===== src/rtl/core/lsab_pkg.sv =====
// shared types, codes and reset constants for the lidar angular binning block
package lsab_pkg;

  localparam int DEFAULT_MAX_BINS = 512;

  localparam int ANGLE_W     = 16;
  localparam int RANGE_W     = 16;
  localparam int INTENSITY_W = 8;
  localparam int INDEX_W     = 9;
  localparam int BIN_COUNT_W = 10;
  localparam int FUNC_W      = 2;
  localparam int CFG_INDEX_W = 4;
  localparam int CFG_DATA_W  = 16;
  localparam int S_TDATA_W   = 56;
  localparam int M_TDATA_W   = 32;

  localparam logic [INTENSITY_W-1:0] RST_INTENSITY_FLOOR = 8'd10;
  localparam logic [RANGE_W-1:0]     RST_MIN_DISTANCE    = 16'd200;
  localparam logic [RANGE_W-1:0]     RST_MAX_DISTANCE    = 16'd6000;
  localparam logic [BIN_COUNT_W-1:0] RST_BIN_COUNT       = 10'd360;

  typedef enum logic [FUNC_W-1:0] {
    FUNC_FILL   = 2'd0,
    FUNC_SAMPLE = 2'd1,
    FUNC_READ   = 2'd2
  } func_t;

  typedef enum logic [CFG_INDEX_W-1:0] {
    CFG_INTENSITY_FLOOR = 4'd0,
    CFG_MIN_DISTANCE    = 4'd1,
    CFG_MAX_DISTANCE    = 4'd2,
    CFG_BIN_COUNT       = 4'd3
  } cfg_index_t;

  typedef struct packed {
    logic [INTENSITY_W-1:0] intensity_floor;
    logic [RANGE_W-1:0]     min_distance_mm;
    logic [RANGE_W-1:0]     max_distance_mm;
    logic [BIN_COUNT_W-1:0] bin_count;
  } cfg_t;

endpackage


===== src/rtl/core/lsab_bin_map.sv =====
// maps a beam angle to its angular bin and applies the intensity and distance gate
module lsab_bin_map
  import lsab_pkg::*;
#(
  parameter int MAX_BINS = DEFAULT_MAX_BINS,
  parameter int AW       = $clog2(MAX_BINS)
) (
  input  cfg_t                   cfg,
  input  logic [ANGLE_W-1:0]     beam_angle,
  input  logic [RANGE_W-1:0]     range_mm,
  input  logic [INTENSITY_W-1:0] return_intensity,
  output logic [AW-1:0]          bin,
  output logic                   pass
);

  localparam int CW = (BIN_COUNT_W > $clog2(MAX_BINS + 1)) ? BIN_COUNT_W
                                                           : $clog2(MAX_BINS + 1);
  localparam logic [CW-1:0] MAX_N = CW'(MAX_BINS);

  logic [CW-1:0]         count_w;
  logic [CW-1:0]         n;
  logic [ANGLE_W-1:0]    biased;
  logic [ANGLE_W+CW-1:0] product;

  always_comb begin
    count_w = CW'(cfg.bin_count);
    if (count_w == '0) begin
      n = CW'(1);
    end else if (count_w > MAX_N) begin
      n = MAX_N;
    end else begin
      n = count_w;
    end
  end

  // flipping the sign bit adds a half turn
  assign biased  = {~beam_angle[ANGLE_W-1], beam_angle[ANGLE_W-2:0]};
  assign product = (ANGLE_W+CW)'(biased) * (ANGLE_W+CW)'(n);
  assign bin     = product[ANGLE_W+AW-1:ANGLE_W];

  assign pass = (return_intensity >= cfg.intensity_floor)
             && (range_mm > cfg.min_distance_mm)
             && (range_mm < cfg.max_distance_mm);

endmodule


===== config.mk =====
export PLATFORM = sky130hd
export DESIGN_NAME = lsab_bin_map
export DESIGN_NICKNAME = d
export VERILOG_FILES = /design/src/rtl/core/lsab_pkg.sv /design/src/rtl/core/lsab_bin_map.sv
export SDC_FILE = /design/constraint.sdc
export NUM_CORES = 1
export LEC_CHECK = 0
export ABC_AREA = 1
export BUFFER_PORTS_ARGS = -buffer_cell sky130_fd_sc_hd__buf_2
export CAP_MARGIN = 20
export CELL_PAD_IN_SITES_DETAIL_PLACEMENT = 1
export CELL_PAD_IN_SITES_GLOBAL_PLACEMENT = 2
export CORE_MARGIN = 2
export CORE_UTILIZATION = 37
export DETAILED_ROUTE_END_ITERATION = 10
export MAX_ROUTING_LAYER = met4
export PLACE_DENSITY = 0.95
export SLEW_MARGIN = 30
export SYNTH_ARGS = -nofsm -noshare
export SYNTH_HDL_FRONTEND = slang
export SYNTH_SLANG_ARGS = --single-unit

===== constraint.sdc =====
create_clock -name vclk -period 9.35
set_clock_uncertainty 0.1 [all_clocks]
set_input_delay 0.935 -clock vclk [all_inputs]
set_output_delay 0.935 -clock vclk [all_outputs]
set_load 0.02 [all_outputs]

==> metrics.md, run 1 <==
| Metric | Value |
|---|---|
| Cell Count, Final, Fillers Out | 1123 |
| Power density over the cells | 133 nW/um^2 |
| ANT cells | 0 |
| Kind of path behind the tightest hold check | in2out |
| Critical Path Start Type | input port |
| Iteration-0 DRC count of the detailed router | 263 |
| Initial Utilization | 37.6% |
| VDD IR-drop max | 0.0808 mV |
| Crit path kind | in2out |
| Hold Worst Slack | 2.33 ns |
| Area overhead of the layout relative to synthesis | 12.1% |
| Worst hold path endpoint | pass |
| Crit-path most repeated cell | sky130_fd_sc_hd__fa_1 |
| DR pass1 iterations | 4 |
| Cell area after synthesis | 5960 sq um |
| RSZ-0062 raised after global routing | no |
| Post-Synthesis Cells | 820 |
| Final count of hold timing violations | 0 |
| Critical Path Start | cfg[7] |
| Outcome | completed |
| Via count of the first global-routing pass | 5809 |
| Total number of yosys warnings | 0 |
| Maximum number of pins on one net before global-route repair | 19 |
| Total leakage power | 4.09 nW |
| Worst Hold Path Cells | 6 |
| Post CTS Setup Buffer Count | 0 |
| Total setup violations reported at the end of the flow | 0 |
| Post-cts sizing count | 0 |
| Part of the cycle the worst path needs | 85.7% |
| Crit-path leading delay family | adder cells |
| Cell count along the critical path | 24 |
| Number of buffer and inverter stages on the critical path | 6 |
| I/O pin count | 100 |
| Critical hold path startpoint | range_mm[12] |
| First-pass GRT wire length | 28.3 mm |
| Final total negative setup slack | 0 ns |
| Largest stage delay on the critical path | 0.57 ns |
| Via Count | 5479 |
| IO buf count | 100 |
| DP Wirelength | 15.6 mm |
| Remaining global-route overflow | 0 |
| Routed wirelength normalized by instance count | 15.4 um |
| CP endpoint kind | primary output |
| # Max-Cap Violations | 0 |
| Share of final-layout standard cells stronger than drive strength 1 | 11.9% |
| Initial antenna violation count | 0 |
| Rel. slew slack | 60.3% |
| Placer congestion estimate | 0.889 |
| Transition time of the tightest slew-check pin | 0.593 ns |
| Overall die area | 17100 sq um |
| Cell accounting for the most synthesized area | sky130_fd_sc_hd__fa_1 |
| Crit path max-delay cell type | sky130_fd_sc_hd__fa_1 |
| Area inside the core boundary | 15800 sq um |
| Number of distinct standard cells referenced by the synthesized netlist | 36 |
| Die span in y | 131 um |
| Final net count | 1202 |
| Total of hold buffers inserted after clock tree synthesis | 0 |
| Peak clock frequency supported by timing | 125 MHz |
| Post-route ant nets | 0 |
| Slew Limit Fails | 0 |
| Clock Buffer Count | 0 |
| Horizontal die dimension | 131 um |
| Top post-synthesis cells by area | sky130_fd_sc_hd__fa_1 36%, sky130_fd_sc_hd__ha_1 20%, sky130_fd_sc_hd__inv_1 13% |
| Sequential cell area in the final layout | 0 sq um |
| Area share of the largest cell type after synthesis | 36.3% |
| Required time of the critical path | 8.32 ns |
| Final Instance Area | 6680 sq um |
| DP Area | 6680 sq um |
| Synthesized net count | 1113 |
| Total global routing track utilization | 21.7% |
| Synthesized area per cell | 7.26 sq um |
| Via count normalized by instance count | 4.88 |
| Num sequential | 0 |
| Cell Rows | 46 |
| Total instance count after detailed placement | 1123 |
| Period minus WS final | 8.01 ns |
| Data arrival time of the critical path | 6.98 ns |
| Cell breakdown of the critical path | buf_2, nor2_1, nand3_1, o21bai_4, nand2_1, inv_1, nand2_1, fa_1, inv_1, fa_1, fa_1, fa_1, inv_1, fa_1, inv_1, ha_1, nand2_1, nor4_1, nand4_1, nand3_1, nand2_1, nand3_1, xor2_1, buf_2 |
| Crit path max fanout | 13 |
| # DRC | 0 |
| Overall routed net length | 17.3 mm |
| Sequential fraction of the synthesis area | 0% |
==> cells in the mapped netlist, types with 3 or more instances <==
| master | count |
|---|---|
| sky130_fd_sc_hd__clkbuf_1 | 6 |
| sky130_fd_sc_hd__inv_1 | 206 |
| sky130_fd_sc_hd__nor3_1 | 7 |
| sky130_fd_sc_hd__nor2_2 | 3 |
| sky130_fd_sc_hd__o21ai_0 | 11 |
| sky130_fd_sc_hd__o21a_1 | 3 |
| sky130_fd_sc_hd__ha_1 | 95 |
| sky130_fd_sc_hd__fa_1 | 108 |
| sky130_fd_sc_hd__buf_1 | 6 |
| sky130_fd_sc_hd__a31oi_1 | 4 |
| sky130_fd_sc_hd__nand2_1 | 173 |
| sky130_fd_sc_hd__a21o_1 | 5 |
| sky130_fd_sc_hd__nor2_1 | 101 |
| sky130_fd_sc_hd__o31ai_1 | 3 |
| sky130_fd_sc_hd__xor2_1 | 7 |
| sky130_fd_sc_hd__a21oi_1 | 38 |
| sky130_fd_sc_hd__nand4_1 | 8 |
| sky130_fd_sc_hd__nand3_1 | 14 |
==> worst max-delay path by stage <==
stage	to	slack (ns)
CTS	bin[7]	1.39
finish	bin[7]	1.34
floorplan	bin[7]	2.12
global route	bin[7]	1.01
global placement	bin[6]	1.50
detailed placement	bin[7]	1.41
==> layout by cell type (no fill, tap or decap), drive strengths merged, types with 2 or more instances in the layout <==
master | netlist | layout
nand2 | 174 | 174
xnor2 | 2 | 2
nor3 | 7 | 7
o211ai | 2 | 2
a21o | 5 | 5
nor2 | 104 | 104
fa | 108 | 108
nand3 | 15 | 15
o21bai | 2 | 2
xor2 | 7 | 7
o31ai | 3 | 3
a21oi | 38 | 38
nor4 | 2 | 2
o21a | 3 | 3
ha | 95 | 95
buf | 7 | 101
nand4 | 8 | 8
a21boi | 2 | 2
inv | 207 | 207
a31oi | 4 | 4
o21ai | 11 | 11
==> final cells by class <==
class	count	area, sq um
fill	2106	9150
multi-input combinational	598	5120
inverter	208	781
timing repair buffer	101	508
tap	216	270
==> cell families after synthesis <==
group / Yosys count / share of synthesized area, %
and+or+nand+nor: 311 / 20.8
buffers and inverters: 222 / 14.0
xor gates and xnor gates: 9 / 1.32
AOI/OAI and AO/OA: 75 / 7.60
adders and majority gates: 203 / 56.2
==> where the power goes <==
group / internal (mW) / total, mW / switching, mW
Sequential: 0 / 0 / 0
Combinational: 0.317 / 0.887 / 0.570
Clock: 0 / 0 / 0
==> metrics by stage <==
| stage | setup slack [ns] | total power [mW] | util, % |
|---|---|---|---|
| 2_1_floorplan | 2.12 | 0.631 | - |
| 3_3_place_gp | 1.50 | 0.875 | 42.2 |
| 3_5_place_dp | 1.41 | 0.904 | 42.2 |
| 4_1_cts | 1.39 | 0.911 | 42.2 |
| 5_1_grt | 1.01 | 1.02 | 42.2 |
| 6_report | 1.34 | 0.887 | 42.2 |
==> metal layers <==
layer	wire length [um]	global-route usage, %	share of wire (%)	up-vias
li1	-	-	-	2650
met1	7480	27.4	43	2715
met2	9130	40.1	53	102
met3	518	0.692	3.0	12
met4	176	2.00	1.0	0
met5	0	-	0	-
No activity file was read; power rests on OpenSTA's default activity.
==> run 2: changes to the inputs <==
--- a/config.mk
+++ b/config.mk
@@ -8,7 +8,7 @@
 export ABC_AREA = 1
 export BUFFER_PORTS_ARGS = -buffer_cell sky130_fd_sc_hd__buf_2
 export CAP_MARGIN = 20
-export CELL_PAD_IN_SITES_DETAIL_PLACEMENT = 1
+export CELL_PAD_IN_SITES_DETAIL_PLACEMENT = 2
 export CELL_PAD_IN_SITES_GLOBAL_PLACEMENT = 2
 export CORE_MARGIN = 2
 export CORE_UTILIZATION = 37
==> metrics.md, run 2 (synthesis gave the netlist of run 1 again) <==
| Metric | Value |
|---|---|
| Relative contribution of combinational cells to total power | 100.0% (about the same) |
| Crit path kind | in2out |
| Crit path max-delay cell type | sky130_fd_sc_hd__fa_1 |
| Filler Cells Inserted | 1950 (-7.4%) |
| RSZ-0062 raised after global routing | no |
| Largest stage delay on the critical path | 0.54 ns (-0.03 ns) |
| Horizontal die dimension | 131 um (unchanged) |
| VDD IR-drop max | 0.107 mV (+32%) |
| Rel. slew slack | 56.3% (-4.1 points) |
| Most common cell after layout, fill and taps aside | sky130_fd_sc_hd__inv_1 |
| Crit path max fanout | 13 (unchanged) |
| ANT cells | 0 (unchanged) |
| Clock Buffer Count | 0 (unchanged) |
| Total of hold buffers inserted after clock tree synthesis | 0 (unchanged) |
| Num sequential | 0 (unchanged) |
| Final total negative setup slack | 0 ns (unchanged) |
| Total setup violations reported at the end of the flow | 0 (unchanged) |
| Routed wirelength normalized by instance count | 21.7 um (+41%) |
| CP endpoint kind | primary output |
| Share of final-layout standard cells stronger than drive strength 1 | 11.9% (unchanged) |
| Clock share of power | 0% (unchanged) |
| Outcome | completed |
| Number of buffer and inverter stages on the critical path | 8 (+2) |
| Met3 wire len | 792 um (+53%) |
| Final net count | 1202 (unchanged) |
| Peak clock frequency supported by timing | 121 MHz (-3.3%) |
| DR pass1 iterations | 4 (unchanged) |
| Critical Path Start Type | input port |
| Total instance count after detailed placement | 1123 (unchanged) |
| First-pass GRT wire length | 38.1 mm (+35%) |
| Die span in y | 131 um (unchanged) |
| Overall routed net length | 24.4 mm (+41%) |
| Initial antenna violation count | 0 (unchanged) |
| Maximum number of pins on one net before global-route repair | 19 (unchanged) |
| Period minus WS final | 8.29 ns (+0.275 ns) |
| Highest layer used for signal routing | met4 |
| Post CTS Setup Buffer Count | 0 (unchanged) |
| IO buf count | 100 (unchanged) |
| DP Wirelength | 22.1 mm (+42%) |
| Multi-input combinational cell area | 5120 sq um (unchanged) |
| Iteration-0 DRC count of the detailed router | 253 (-3.8%) |
| Kind of path behind the tightest hold check | in2out |
| Transition time of the tightest slew-check pin | 0.654 ns (+0.0608 ns) |
| Required time of the critical path | 8.32 ns (about the same) |
| Cell Int Power | 0.332 mW (+4.6%) |
| Part of the total power dissipated in sequential elements | 0% (unchanged) |
| Part of the cycle the worst path needs | 88.6% (+2.9 points) |
| DP Area | 6680 sq um (unchanged) |
| Final Instance Area | 6680 sq um (unchanged) |
| Cell Rows | 46 (unchanged) |
| Slew Limit Fails | 0 (unchanged) |
| Worst Hold Path Cells | 6 (unchanged) |
| DRT met1 WL | 8.64 mm (+15%) |
| Total length of routed met2 wires | 13.3 mm (+45%) |
| # Max-Cap Violations | 0 (unchanged) |
| Area inside the core boundary | 15800 sq um (unchanged) |
| Fraction of power spent switching nets | 66.6% (+2.3 points) |
| Final count of hold timing violations | 0 (unchanged) |
| Power density over the cells | 149 nW/um^2 (+12%) |
| Area overhead of the layout relative to synthesis | 12.1% (unchanged) |
| Initial Utilization | 37.6% (unchanged) |
| Crit-path most repeated cell | sky130_fd_sc_hd__inv_1 |
| Most frequent cells in the layout | 206 x sky130_fd_sc_hd__inv_1, 173 x sky130_fd_sc_hd__nand2_1, 108 x sky130_fd_sc_hd__fa_1 |
| Total leakage power | 4.09 nW (unchanged) |
| # DRC | 0 (unchanged) |
| Via count of the first global-routing pass | 7180 (+24%) |
| Via Count | 5869 (+7.1%) |
| Post-route ant nets | 0 (unchanged) |
| Critical hold path startpoint | range_mm[12] |
| Cell Count, Final, Fillers Out | 1123 (unchanged) |
| Data arrival time of the critical path | 7.25 ns (+0.27 ns) |
| Overall die area | 17100 sq um (unchanged) |
| Placer congestion estimate | 0.889 (unchanged) |
| Worst hold path endpoint | pass |
| I/O pin count | 100 (unchanged) |
| Post-cts sizing count | 0 (unchanged) |
| Crit-path leading delay family | adder cells |
| Sequential cell area in the final layout | 0 sq um (unchanged) |
| Remaining global-route overflow | 0 (unchanged) |
| Power spent charging and discharging nets | 0.661 mW (+16%) |
| Via count normalized by instance count | 5.23 (+7.1%) |
| Power, Total | 0.993 mW (+12%) |
| Total global routing track utilization | 30.6% (+9.0 points) |
-- run 2: cell counts in the layout (fill, tap and decap cells not counted) --
Identical to the previous run, type by type.
-- run 2: worst max path at each step --
stage | slack, ns | end | cells after the start | startpoint
after global routing | 0.69 | bin[5] | 25 | cfg[6]
after CTS | 1.04 | bin[5] | 25 | cfg[6]
after floorplan | 2.12 | bin[7] | 26 | cfg[6]
after global placement | 1.50 | bin[6] | 24 | cfg[7]
after detailed placement | 1.05 | bin[6] | 24 | cfg[6]
final | 1.06 | bin[5] | 25 | cfg[6]
-- run 2: stage by stage --
| stage | worst slack, ns | utilization, % | hold WS (ns) |
|---|---|---|---|
| after CTS | 1.04 | 42.2 | 2.38 |
| after global placement | 1.50 | 42.2 | 2.32 |
| after global routing | 0.687 | 42.2 | 2.43 |
| final | 1.06 | 42.2 | 2.37 |
| after detailed placement | 1.05 | 42.2 | 2.38 |
| after floorplan | 2.12 | - | 2.12 |
-- run 2: layout make-up --
cell class	instances	area share [%]
inverters	208	11.7
multi-input cells	598	76.7
repair buffers	101	7.60
well taps	216	4.05
-- run 2: metal layers --
layer | global-route usage [%] | vias to the layer above
met3 | 2.12 | 101
met4 | 17.6 | 0
met5 | - | -
li1 | - | 2655
met2 | 57.8 | 177
met1 | 31.3 | 2936
-- run 2: power by group through the flow --
stage / Combinational (mW) / Clock (mW) / Sequential [mW]
final: 0.993 / 0 / 0
after detailed placement: 0.991 / 0 / 0
after global routing: 1.11 / 0 / 0
after CTS: 1.00 / 0 / 0
after global placement: 0.875 / 0 / 0
after floorplan: 0.631 / 0 / 0
